**src/rtl/core/ilffa_pkg.sv**
```systemverilog
// ----------------------------------------------------------------------------
// ilffa_pkg
// Shared types, constants and address helpers for the boundary-tag allocator.
// ----------------------------------------------------------------------------
package ilffa_pkg;

  localparam int ARENA_BYTES = 65536;
  localparam int TAG_DEPTH   = ARENA_BYTES / 8;
  localparam int TAG_AW      = $clog2(TAG_DEPTH);
  localparam int SZ_W        = 13;
  localparam int TAG_W       = SZ_W + 1;
  localparam int BP_W        = 17;
  localparam int VIS_W       = 12;

  localparam logic OP_ALLOC = 1'b0;
  localparam logic OP_FREE  = 1'b1;

  localparam logic [BP_W-1:0]  BASE_BP   = BP_W'(32);
  localparam logic [BP_W:0]    LAST_BP   = (BP_W + 1)'(ARENA_BYTES - 8);
  localparam logic [SZ_W-1:0]  MIN_UNITS = SZ_W'(2);
  localparam logic [VIS_W-1:0] VISIT_MAX = VIS_W'(4095);

  localparam int FREE_BYTES = (ARENA_BYTES - 32) & ~15;
  localparam int FREE_UNITS = FREE_BYTES / 16;
  localparam int INIT_N     = 5;

  localparam logic [TAG_W-1:0] PRO_TAG  = TAG_W'(3);
  localparam logic [TAG_W-1:0] FREE_TAG = TAG_W'(FREE_UNITS * 2);
  localparam logic [TAG_W-1:0] EPI_TAG  = TAG_W'(1);

  typedef struct packed {
    logic              re;
    logic [TAG_AW-1:0] raddr;
    logic              we;
    logic [TAG_AW-1:0] waddr;
    logic [TAG_W-1:0]  wdata;
  } tag_req_t;

  typedef struct packed {
    logic             ok;
    logic [15:0]      payload_offset;
    logic [VIS_W-1:0] blocks_visited;
    logic [BP_W-1:0]  reach_mark;
  } res_t;

  function automatic logic [TAG_AW-1:0] hdr_word(input logic [BP_W-1:0] bp);
    logic [BP_W-4:0] w;
    w = bp[BP_W-1:3] - (BP_W - 3)'(1);
    return w[TAG_AW-1:0];
  endfunction

  function automatic logic [TAG_AW-1:0] ftr_word(input logic [BP_W-1:0] blk_end);
    logic [BP_W-4:0] w;
    w = blk_end[BP_W-1:3] - (BP_W - 3)'(2);
    return w[TAG_AW-1:0];
  endfunction

  function automatic logic [BP_W-1:0] units_to_bytes(input logic [SZ_W-1:0] u);
    return {u, 4'b0000};
  endfunction

  function automatic logic [TAG_AW-1:0] init_addr(input logic [2:0] idx);
    logic [TAG_AW-1:0] a;
    unique case (idx)
      3'd0:    a = TAG_AW'(1);
      3'd1:    a = TAG_AW'(2);
      3'd2:    a = TAG_AW'(3);
      3'd3:    a = TAG_AW'((32 + FREE_BYTES) / 8 - 2);
      default: a = TAG_AW'((24 + FREE_BYTES) / 8);
    endcase
    return a;
  endfunction

  function automatic logic [TAG_W-1:0] init_data(input logic [2:0] idx);
    logic [TAG_W-1:0] d;
    unique case (idx)
      3'd0, 3'd1: d = PRO_TAG;
      3'd2, 3'd3: d = FREE_TAG;
      default:    d = EPI_TAG;
    endcase
    return d;
  endfunction

endpackage

```
**src/rtl/core/ilffa_ctrl.sv**
```systemverilog
// ----------------------------------------------------------------------------
// ilffa_ctrl
// Sequencer: tag store setup, first-fit walk, split, free with merging.
// ----------------------------------------------------------------------------
module ilffa_ctrl (
  input  logic                          clk,
  input  logic                          rst_n,
  input  logic                          in_valid,
  output logic                          in_ready,
  input  logic                          in_op,
  input  logic [15:0]                   in_req,
  input  logic [15:0]                   in_off,
  output ilffa_pkg::tag_req_t           ram_req,
  input  logic [ilffa_pkg::TAG_W-1:0]   ram_rdata,
  output logic                          res_valid,
  input  logic                          res_ready,
  output ilffa_pkg::res_t               res
);

  localparam int SZ_W  = ilffa_pkg::SZ_W;
  localparam int BP_W  = ilffa_pkg::BP_W;
  localparam int VIS_W = ilffa_pkg::VIS_W;
  localparam int TAG_W = ilffa_pkg::TAG_W;

  localparam logic [2:0] S_INIT  = 3'd0;
  localparam logic [2:0] S_IDLE  = 3'd1;
  localparam logic [2:0] S_WALK  = 3'd2;
  localparam logic [2:0] S_MRGP  = 3'd3;
  localparam logic [2:0] S_MRGN  = 3'd4;
  localparam logic [2:0] S_WRITE = 3'd5;
  localparam logic [2:0] S_DONE  = 3'd6;

  logic [2:0]       state_r, state_nxt;
  logic [2:0]       init_cnt_r, init_cnt_nxt;
  logic             op_r, op_nxt;
  logic [SZ_W-1:0]  need_r, need_nxt;
  logic [15:0]      off_r, off_nxt;
  logic [BP_W-1:0]  bp_r, bp_nxt;
  logic [SZ_W-1:0]  sz_r, sz_nxt;
  logic [VIS_W-1:0] vis_r, vis_nxt;
  logic             ok_r, ok_nxt;
  logic [15:0]      pay_r, pay_nxt;
  logic [BP_W-1:0]  reach_r, reach_nxt;
  logic [TAG_W-1:0] pf_r, pf_nxt;
  logic [BP_W-1:0]  a_bp_r, a_bp_nxt;
  logic [SZ_W-1:0]  a_sz_r, a_sz_nxt;
  logic             a_al_r, a_al_nxt;
  logic             b_en_r, b_en_nxt;
  logic [SZ_W-1:0]  b_sz_r, b_sz_nxt;
  logic [1:0]       wstep_r, wstep_nxt;

  logic [BP_W-1:0]  need_bytes;
  logic [SZ_W-1:0]  need_units;
  logic [SZ_W-1:0]  h_sz;
  logic             h_al;
  logic [BP_W:0]    bp_sum;
  logic [SZ_W-1:0]  rem;
  logic [BP_W-1:0]  used_end;
  logic [BP_W-1:0]  b_bp;
  logic [SZ_W-1:0]  p_sz;
  logic             p_al;
  logic [SZ_W-1:0]  merge_sz;
  logic [BP_W-1:0]  merge_bp;

  always_comb begin
    need_bytes = ({1'b0, in_req} + BP_W'(31)) & ~BP_W'(15);
    need_units = need_bytes[BP_W-1:4];
    if (need_units < ilffa_pkg::MIN_UNITS) begin
      need_units = ilffa_pkg::MIN_UNITS;
    end
    h_sz   = ram_rdata[TAG_W-1:1];
    h_al   = ram_rdata[0];
    bp_sum = {1'b0, bp_r} + {1'b0, ilffa_pkg::units_to_bytes(h_sz)};
    rem    = h_sz - need_r;
    b_bp   = a_bp_r + ilffa_pkg::units_to_bytes(a_sz_r);
    p_sz   = pf_r[TAG_W-1:1];
    p_al   = pf_r[0];
    if (!p_al && (ilffa_pkg::units_to_bytes(p_sz) > bp_r)) begin
      p_al = 1'b1;
    end
    merge_sz = sz_r;
    merge_bp = bp_r;
    if (!(p_al && h_al)) begin
      if (!h_al) begin
        merge_sz = merge_sz + h_sz;
      end
      if (!p_al) begin
        merge_sz = merge_sz + p_sz;
        merge_bp = merge_bp - ilffa_pkg::units_to_bytes(p_sz);
      end
    end
    if (rem >= ilffa_pkg::MIN_UNITS) begin
      used_end = bp_r + ilffa_pkg::units_to_bytes(need_r);
    end else begin
      used_end = bp_r + ilffa_pkg::units_to_bytes(h_sz);
    end
  end

  always_comb begin
    state_nxt    = state_r;
    init_cnt_nxt = init_cnt_r;
    op_nxt       = op_r;
    need_nxt     = need_r;
    off_nxt      = off_r;
    bp_nxt       = bp_r;
    sz_nxt       = sz_r;
    vis_nxt      = vis_r;
    ok_nxt       = ok_r;
    pay_nxt      = pay_r;
    reach_nxt    = reach_r;
    pf_nxt       = pf_r;
    a_bp_nxt     = a_bp_r;
    a_sz_nxt     = a_sz_r;
    a_al_nxt     = a_al_r;
    b_en_nxt     = b_en_r;
    b_sz_nxt     = b_sz_r;
    wstep_nxt    = wstep_r;
    ram_req      = '0;
    in_ready     = 1'b0;
    res_valid    = 1'b0;

    unique case (state_r)
      S_INIT: begin
        ram_req.we    = 1'b1;
        ram_req.waddr = ilffa_pkg::init_addr(init_cnt_r);
        ram_req.wdata = ilffa_pkg::init_data(init_cnt_r);
        init_cnt_nxt  = init_cnt_r + 3'd1;
        if (init_cnt_r == 3'(ilffa_pkg::INIT_N - 1)) begin
          state_nxt = S_IDLE;
        end
      end
      S_IDLE: begin
        in_ready = 1'b1;
        if (in_valid) begin
          op_nxt   = in_op;
          need_nxt = need_units;
          off_nxt  = in_off;
          bp_nxt   = ilffa_pkg::BASE_BP;
          vis_nxt  = '0;
          ok_nxt   = 1'b0;
          pay_nxt  = '0;
          if (in_op == ilffa_pkg::OP_ALLOC || {1'b0, in_off} >= ilffa_pkg::BASE_BP) begin
            ram_req.re    = 1'b1;
            ram_req.raddr = ilffa_pkg::hdr_word(ilffa_pkg::BASE_BP);
            state_nxt     = S_WALK;
          end else begin
            ok_nxt    = (in_off == 16'd0);
            state_nxt = S_DONE;
          end
        end
      end
      S_WALK: begin
        if (h_sz == '0) begin
          state_nxt = S_DONE;
        end else if (op_r == ilffa_pkg::OP_ALLOC) begin
          if (vis_r < ilffa_pkg::VISIT_MAX) begin
            vis_nxt = vis_r + VIS_W'(1);
          end
          if (!h_al && (h_sz >= need_r)) begin
            ok_nxt    = 1'b1;
            pay_nxt   = bp_r[15:0];
            a_bp_nxt  = bp_r;
            a_al_nxt  = 1'b1;
            wstep_nxt = 2'd0;
            if (rem >= ilffa_pkg::MIN_UNITS) begin
              a_sz_nxt = need_r;
              b_en_nxt = 1'b1;
              b_sz_nxt = rem;
            end else begin
              a_sz_nxt = h_sz;
              b_en_nxt = 1'b0;
            end
            if (used_end > reach_r) begin
              reach_nxt = used_end;
            end
            state_nxt = S_WRITE;
          end else if (bp_sum > ilffa_pkg::LAST_BP) begin
            state_nxt = S_DONE;
          end else begin
            bp_nxt        = bp_sum[BP_W-1:0];
            ram_req.re    = 1'b1;
            ram_req.raddr = ilffa_pkg::hdr_word(bp_sum[BP_W-1:0]);
          end
        end else begin
          if (bp_r == {1'b0, off_r}) begin
            if (h_al) begin
              sz_nxt        = h_sz;
              ram_req.re    = 1'b1;
              ram_req.raddr = ilffa_pkg::ftr_word(bp_r);
              state_nxt     = S_MRGP;
            end else begin
              state_nxt = S_DONE;
            end
          end else if ((bp_sum > {2'b00, off_r}) || (bp_sum > ilffa_pkg::LAST_BP)) begin
            state_nxt = S_DONE;
          end else begin
            bp_nxt        = bp_sum[BP_W-1:0];
            ram_req.re    = 1'b1;
            ram_req.raddr = ilffa_pkg::hdr_word(bp_sum[BP_W-1:0]);
          end
        end
      end
      S_MRGP: begin
        pf_nxt        = ram_rdata;
        ram_req.re    = 1'b1;
        ram_req.raddr = ilffa_pkg::hdr_word(bp_r + ilffa_pkg::units_to_bytes(sz_r));
        state_nxt     = S_MRGN;
      end
      S_MRGN: begin
        ok_nxt    = 1'b1;
        a_bp_nxt  = merge_bp;
        a_sz_nxt  = merge_sz;
        a_al_nxt  = 1'b0;
        b_en_nxt  = 1'b0;
        wstep_nxt = 2'd0;
        state_nxt = S_WRITE;
      end
      S_WRITE: begin
        ram_req.we = 1'b1;
        wstep_nxt  = wstep_r + 2'd1;
        unique case (wstep_r)
          2'd0: begin
            ram_req.waddr = ilffa_pkg::hdr_word(a_bp_r);
            ram_req.wdata = {a_sz_r, a_al_r};
          end
          2'd1: begin
            ram_req.waddr = ilffa_pkg::ftr_word(b_bp);
            ram_req.wdata = {a_sz_r, a_al_r};
            if (!b_en_r) begin
              state_nxt = S_DONE;
            end
          end
          2'd2: begin
            ram_req.waddr = ilffa_pkg::hdr_word(b_bp);
            ram_req.wdata = {b_sz_r, 1'b0};
          end
          default: begin
            ram_req.waddr = ilffa_pkg::ftr_word(b_bp + ilffa_pkg::units_to_bytes(b_sz_r));
            ram_req.wdata = {b_sz_r, 1'b0};
            state_nxt     = S_DONE;
          end
        endcase
      end
      S_DONE: begin
        res_valid = 1'b1;
        if (res_ready) begin
          state_nxt = S_IDLE;
        end
      end
      default: begin
        state_nxt = S_INIT;
      end
    endcase
  end

  always_comb begin
    res.ok             = ok_r;
    res.payload_offset = pay_r;
    res.blocks_visited = vis_r;
    res.reach_mark     = reach_r;
  end

  always_ff @(posedge clk) begin
    if (!rst_n) begin
      state_r    <= S_INIT;
      init_cnt_r <= '0;
      reach_r    <= '0;
    end else begin
      state_r    <= state_nxt;
      init_cnt_r <= init_cnt_nxt;
      reach_r    <= reach_nxt;
    end
  end

  always_ff @(posedge clk) begin
    op_r    <= op_nxt;
    need_r  <= need_nxt;
    off_r   <= off_nxt;
    bp_r    <= bp_nxt;
    sz_r    <= sz_nxt;
    vis_r   <= vis_nxt;
    ok_r    <= ok_nxt;
    pay_r   <= pay_nxt;
    pf_r    <= pf_nxt;
    a_bp_r  <= a_bp_nxt;
    a_sz_r  <= a_sz_nxt;
    a_al_r  <= a_al_nxt;
    b_en_r  <= b_en_nxt;
    b_sz_r  <= b_sz_nxt;
    wstep_r <= wstep_nxt;
  end

endmodule

```
**config.mk**
```make
export PLATFORM = sky130hd
export DESIGN_NAME = ilffa_ctrl
export DESIGN_NICKNAME = d
export VERILOG_FILES = /design/src/rtl/core/ilffa_pkg.sv /design/src/rtl/core/ilffa_ctrl.sv
export SDC_FILE = /design/constraint.sdc
export NUM_CORES = 1
export LEC_CHECK = 0
export BUFFER_PORTS_ARGS = -buffer_cell sky130_fd_sc_hd__buf_2
export CAP_MARGIN = 20
export CORE_MARGIN = 5
export CORE_UTILIZATION = 67
export CTS_BUF_LIST = sky130_fd_sc_hd__clkbuf_2
export CTS_CLUSTER_SIZE = 28
export DETAILED_ROUTE_END_ITERATION = 8
export PLACE_DENSITY = 0.89
export SYNTH_ARGS = -nofsm -noshare
export SYNTH_HDL_FRONTEND = slang
export SYNTH_SLANG_ARGS = --single-unit
```
**constraint.sdc**
```tcl
create_clock -name clk -period 18.6 [get_ports clk]
set_input_delay 2.79 -clock clk [delete_from_list [all_inputs] [get_ports clk]]
set_output_delay 2.79 -clock clk [all_outputs]
set_load 0.02 [all_outputs]
```
==> results.toml, run 1 <==
[route]
viasPerCell = 6.61
firstDrtPassIters = 6
drc = 0
via_count = 13400
wire_per_inst_microns = 21.5
wl_mm = 43.6
first_iter_violations = 1500
ant_nets = 0

[clock_tree]
clock-sinks = 156
cts_max_level = 4
cts_tree = "done"
holdBufCountCts = 0
cts_made_buffers = 17
insertion_delay_ns = 0.77
cts.clk_slew.worst_paths_ns = 0.20
post-cts-setup-buffers = 0
cts_resized = 0
cts_buffer_depth = 2
root_buffer = "clkbuf_2"

[pwr]
cellLeakagePower_uw = 0.00666
irDropWorstVdd_mv = 0.0743
seq_power_share = 0.340
p_switching_uw = 613
power.density_nw_per_um2 = 84.9
pwr-share-clk = 0.149
comb_power_share = 0.511
intPower_uw = 725
swShare = 0.458

[sta]
rsz0062_at_grt = "false"
fin_worst_skew_ns = 0.0566
slew_headroom = 0.233
slew_viol_final = 0
setup_violations = 0
fin_crit_sh = 0.535
fin_crit_ns = 9.94
finalSetupTns_ns = 0
fmax_mhz = 101
worst_pin_slew_ns = 1.15
hold_viol = 0

[synth]
yosys.area.top_type = "edfxtp_1"
synth_cells = 1616
synth-main-ff-cell = "edfxtp_1"
yosys.cell_types.count = 82
ys_async_sr_fraction = 0
synth_edf_count = 137
yosysMostFrequentCell = "ha_1"
synth_common_cells = "161 x ha_1, 137 x edfxtp_1, 124 x nand2_1"
yosysWarnings = 0
ys_seq_area_frac = 0.307
synth_top_area_share = 0.281
synth_area_per_cell_sq_um = 9.04
synth-seq-cells = 156
netlist_area_sq_um = 14600
netlist_top_cells_area = "edfxtp_1 28%, ha_1 14%, xnor2_1 5.9%"

[min_path]
hold_path_depth = 2
holdPathEnd = "init_cnt_r[1]"
holdCritStartpoint = "init_cnt_r[1]"
hold_path_class = "flop to flop"

[setup_path]
r2r-start = "need_r[0]"
cp-end-kind = "output port"
path_max_fanout = 15
critPathArrivalTime_ns = 7.15
critPathKind = "input port to output port"
crit_path_start_kind = "input port"
r2r_end = "reach_r[16]"
reg2reg_slack_ns = 11.16
crit_required_ns = 15.81
reg2reg_depth = 26
startpoint = "ram_rdata[2]"

[cells_and_area]
fin_nets = 1954
n_fill_cell = 1675
syn_to_final_growth_pct = 7.80
instances_no_fill = 2026
drive_gt1_frac = 0.131
antenna_cells = 0
final_util = 0.729

[grt]
grt_max_degree = 32
overflow = 0
grt.total_usage = 0.348
antenna_found_initial = 0
grt_pass1_vias = 12900
grt_pass1_wl_mm = 67.7

[die]
initial_core_util = 0.676
die-width_microns = 158
fp.dieH_microns = 158
dieArea_sq_um = 24900
pin_count = 141
core_area_sq_um = 21600
rows = 54

[place]
gp_congestion = 1.05
placed_cells = 1990
hpwl_mm = 34.4
io_buffers = 132

[status]
outcome = "finished, final reports clean"

[job]
drv_cap = 0
==> placed cells by master (no fill, tap or decap), drive strengths merged, types with 15 or more instances in the layout <==
master	count
o21a	27
a21oi	84
and2	18
nand2	124
buf	143
xor2	44
or3	15
edfxtp	137
o21ai	94
nand4	21
a21o	29
o211ai	22
nand2b	17
nor3	42
mux2i	39
nor4	18
nand3	29
xnor2	98
ha	161
clkbuf	18
inv	131
nor2	121
mux2	22
nor2b	26
dfxtp	19
and3	23
==> kinds of logic after synthesis <==
| group | share of synthesized area |
|---|---|
| mux | 0.0457 |
| other cells | 0.000257 |
| simple gates | 0.177 |
| fa+ha+maj | 0.150 |
| xor+xnor | 0.0882 |
| buf+inv | 0.0479 |
| compound gates | 0.184 |
| flops | 0.307 |
==> final cells by class <==
class	count	area, sq um	area share
multi-input combinational	1292	9450	0.600
clock buffer	18	90.1	0.00572
inverter	123	462	0.0293
sequential	156	4490	0.285
tap	280	350	0.0222
clock inverter	14	149	0.00945
timing repair buffer	143	761	0.0483
==> how the worst max path moves through the flow <==
stage / end / cells after the start
6_report: ram_req[37] / 18
5_1_grt: ram_req[39] / 17
4_1_cts: ram_req[37] / 18
3_5_place_dp: reach_r[5] / 26
3_3_place_gp: reach_r[5] / 26
2_1_floorplan: ram_req[40] / 16
==> power groups by stage <==
stage               Combinational [uW]  Sequential (uW)  Clock (uW)
finish                             683              455         199
global route                       738              457         216
CTS                                668              454         201
detailed placement                 664              461           0
global placement                   646              461           0
floorplan                          464              454           0
==> state kept, by name, indices dropped and copies added, names as in the netlist, 2 cells and up <==
| signal | flops |
|---|---|
| off_r | 16 |
| pay_r | 12 |
| wstep_r | 2 |
| a_bp_r | 12 |
| pf_r | 14 |
| bp_r | 13 |
| vis_r | 12 |
| reach_r | 13 |
| need_r | 13 |
| state_r | 3 |
| sz_r | 13 |
| init_cnt_r | 3 |
| b_sz_r | 13 |
| a_sz_r | 13 |
==> metal layers <==
layer | vias to the layer above | GRT usage | routed length [microns]
met3 | 156 | 0.0782 | 4820
met2 | 789 | 0.560 | 19700
li1 | 6177 | - | -
met1 | 6273 | 0.448 | 16900
met5 | - | 0 | 0
met4 | 0 | 0.159 | 2190
==> per-stage QoR <==
step	instance area (sq um)	hold WS, ns	power [uW]	setup WS, ns
5_1_grt	15800	0.560	1410	8.44
6_report	15800	0.516	1340	8.66
3_3_place_gp	15500	0.492	1110	8.83
2_1_floorplan	14600	0.476	918	9.28
4_1_cts	15700	0.525	1320	8.77
3_5_place_dp	15500	0.501	1130	8.71
==> worst max-delay path, stage by stage <==
cell	delay, ns
buf_2	0.25
ha_1	0.29
a21o_1	0.18
a21oi_1	0.28
o211ai_1	0.20
o21ai_0	0.25
and4_1	0.27
xnor2_1	0.16
ha_1	0.34
and4_1	0.22
nand2_1	0.07
o32ai_1	0.26
a31o_2	0.16
a21boi_0	0.09
or4_1	0.80
a21oi_1	0.23
a221o_1	0.12
buf_2	0.16
Note: power is estimated with default switching activity, not from simulation.
==> run 2: changes to the inputs <==
- ABC_AREA: not set -> 1
- CORE_UTILIZATION: 67 -> 63
- PLACE_DENSITY: 0.89 -> 0.84
- clock period: 18.6 -> 10.4 ns (I/O delays scaled with it)
==> results.toml, run 2 <==
[cells_and_area]
final_common_cell = "nand2_1"
final_util = 0.690
top_register = "off_r"
fin_nets = 2539
layout_common_cells = "531 x nand2_1, 339 x inv_1, 187 x nor2_1"
reg.largest.list = "off_r x16, pf_r x14"
largest_reg_flops = 16
drive_gt1_frac = 0.116
syn_to_final_growth_pct = 7.81

[die]
dieArea_sq_um = 28000
rows = 57
die-width_microns = 167
initial_core_util = 0.640
fp.dieH_microns = 167
core_area_sq_um = 24400
pin_count = 141

[setup_path]
path_max_fanout = 11
critPathArrivalTime_ns = 5.56
cpPeakStageDelay_ns = 0.49
crit_path_start_kind = "input port"
crit_required_ns = 8.84
critPathKind = "input port to output port"
worstPathBufferInverterCount = 4
path_cells = "buf_2 -> ha_1 -> a21oi_1 -> o21ai_0 -> nand2_1 -> nand3_1 -> xor2_1 -> ha_1 -> nand2_1 -> inv_1 -> nor2_1 -> o21a_1 -> nand2_1 -> nand2_1 -> nand2_1 -> a21oi_1 -> nand4_1 -> nand2_1 -> inv_1 -> o21bai_1 -> buf_2"
cp-end-kind = "output port"
crit_family = "simple AND/OR/NAND/NOR gates"
cp_slowest_cell = "xor2_1"
crit_top_cell = "nand2_1"

[sta]
fin_crit_sh = 0.685
whs_ns = 0.503
worst_pin_slew_ns = 0.913
fin_worst_skew_ns = 0.0735
fmax_mhz = 140
setup_violations = 0
rsz0062_at_grt = "false"
slew_viol_final = 0
fin_crit_ns = 7.12
hold_viol = 0
slew_headroom = 0.389
finalSetupTns_ns = 0

[route]
wl_met2_mm = 22.5
ant_nets = 0
via_count = 15500
wire_per_inst_microns = 18.2
firstDrtPassIters = 6
wl_mm = 48.4
viasPerCell = 5.83
top_layer = "met4"
route.layer.met1.wl_mm = 19.7
drc = 0
met3_length_mm = 3.95
first_iter_violations = 1518

[min_path]
hold_path_class = "flop to flop"

[clock_tree]
cts_tree = "done"
cts_max_level = 4
holdBufCountCts = 0
cts_made_buffers = 17
insertion_delay_ns = 0.83
cts.clk_slew.worst_paths_ns = 0.32
cts_resized = 0
cts_buffer_depth = 2
clock-sinks = 156
root_buffer = "clkbuf_2"
post-cts-setup-buffers = 0

[synth]
yosys.cell_types.count = 57
netlist_area_sq_um = 15600
netlist_top_cells_area = "edfxtp_1 26%, ha_1 13%, nand2_1 13%"
ys_async_sr_fraction = 0
synth-main-ff-cell = "edfxtp_1"
synth_common_cells = "531 x nand2_1, 339 x inv_1, 190 x nor2_1"
yosysMostFrequentCell = "nand2_1"
synth_area_per_cell_sq_um = 7.14
synth_top_area_share = 0.264
synth_edf_count = 137
yosysWarnings = 0
yosys.area.top_type = "edfxtp_1"
synth-seq-cells = 156
ys_seq_area_frac = 0.288
synth_cells = 2187

[grt]
grt_max_degree = 38
antenna_found_initial = 1
grt_pass1_wl_mm = 75.5
grt.total_usage = 0.336
grt_pass1_vias = 14700
overflow = 0

[place]
hpwl_mm = 39.6
io_buffers = 132
gp_congestion = 1.00

[pwr]
cellLeakagePower_uw = 0.00830
power.density_nw_per_um2 = 284
irDropWorstVdd_mv = 0.189
power_uw = 4770

[job]
drv_cap = 0

[status]
outcome = "finished, final reports clean"
[run 2: cell count changes in the layout (fill, tap and decap cells not counted), moves of 39 or more]
| cell | change |
|---|---|
| nand3_1 | +124 |
| nor2_1 | +67 |
| a21oi_1 | +46 |
| mux2i_1 | -39 |
| inv_1 | +217 |
| xnor2_1 | -70 |
| nand2_1 | +407 |
[run 2: cell type report]
type | instances | area [sq um]
multi-input combinational | 1652 | 9620
fill | 2185 | 7570
sequential | 156 | 4490
inverter | 349 | 1310
timing repair buffer | 142 | 736
tap | 324 | 405
clock inverter | 14 | 170
clock buffer | 18 | 90.1
antenna | 1 | 2.50
[run 2: per-layer routing]
metal	vias up	track usage
met5	-	0
met4	0	0.134
met3	149	0.0481
met2	735	0.570
met1	7095	0.435
li1	7515	-
[run 2: kinds of logic after synthesis]
logic type / Yosys count / share of synthesized area
adders and majority gates: 170 / 0.141
AOI/OAI and AO/OA: 346 / 0.128
xor gates and xnor gates: 93 / 0.0546
other: 1 / 0.000240
and+or+nand+nor: 1035 / 0.290
DFF: 156 / 0.288
buffers and inverters: 386 / 0.0980
[run 2: stage by stage]
stage                     area [sq um]  worst slack [ns]  std cells
after global placement           16500              3.25       2621
after global routing             16800              3.11       2656
after floorplan                  15600              4.02       2194
after CTS                        16800              3.39       2653
final                            16800              3.28       2656
after detailed placement         16500              3.01       2621
[run 2: tightest hold or removal path, cell delays in order, from the launching register on]
cell and delay, ns:
dfxtp_1 0.39, inv_1 0.07, a21oi_1 0.06
[run 2: power breakdown]
group	internal (uW)	switching, uW
Sequential	882	182
Combinational	1080	2240
Clock	124	272
[run 2: path summary, 6_finish.rpt]
path                              startpoint          end  slack (ns)  cells past startpoint
worst max-delay path            ram_rdata[5]  ram_req[33]        3.28                     21
worst max register to register     need_r[0]  reach_r[13]        4.30                     35
worst min-delay path              reach_r[9]   reach_r[9]        0.50                      2
worst min register to register    reach_r[9]   reach_r[9]        0.50                      2
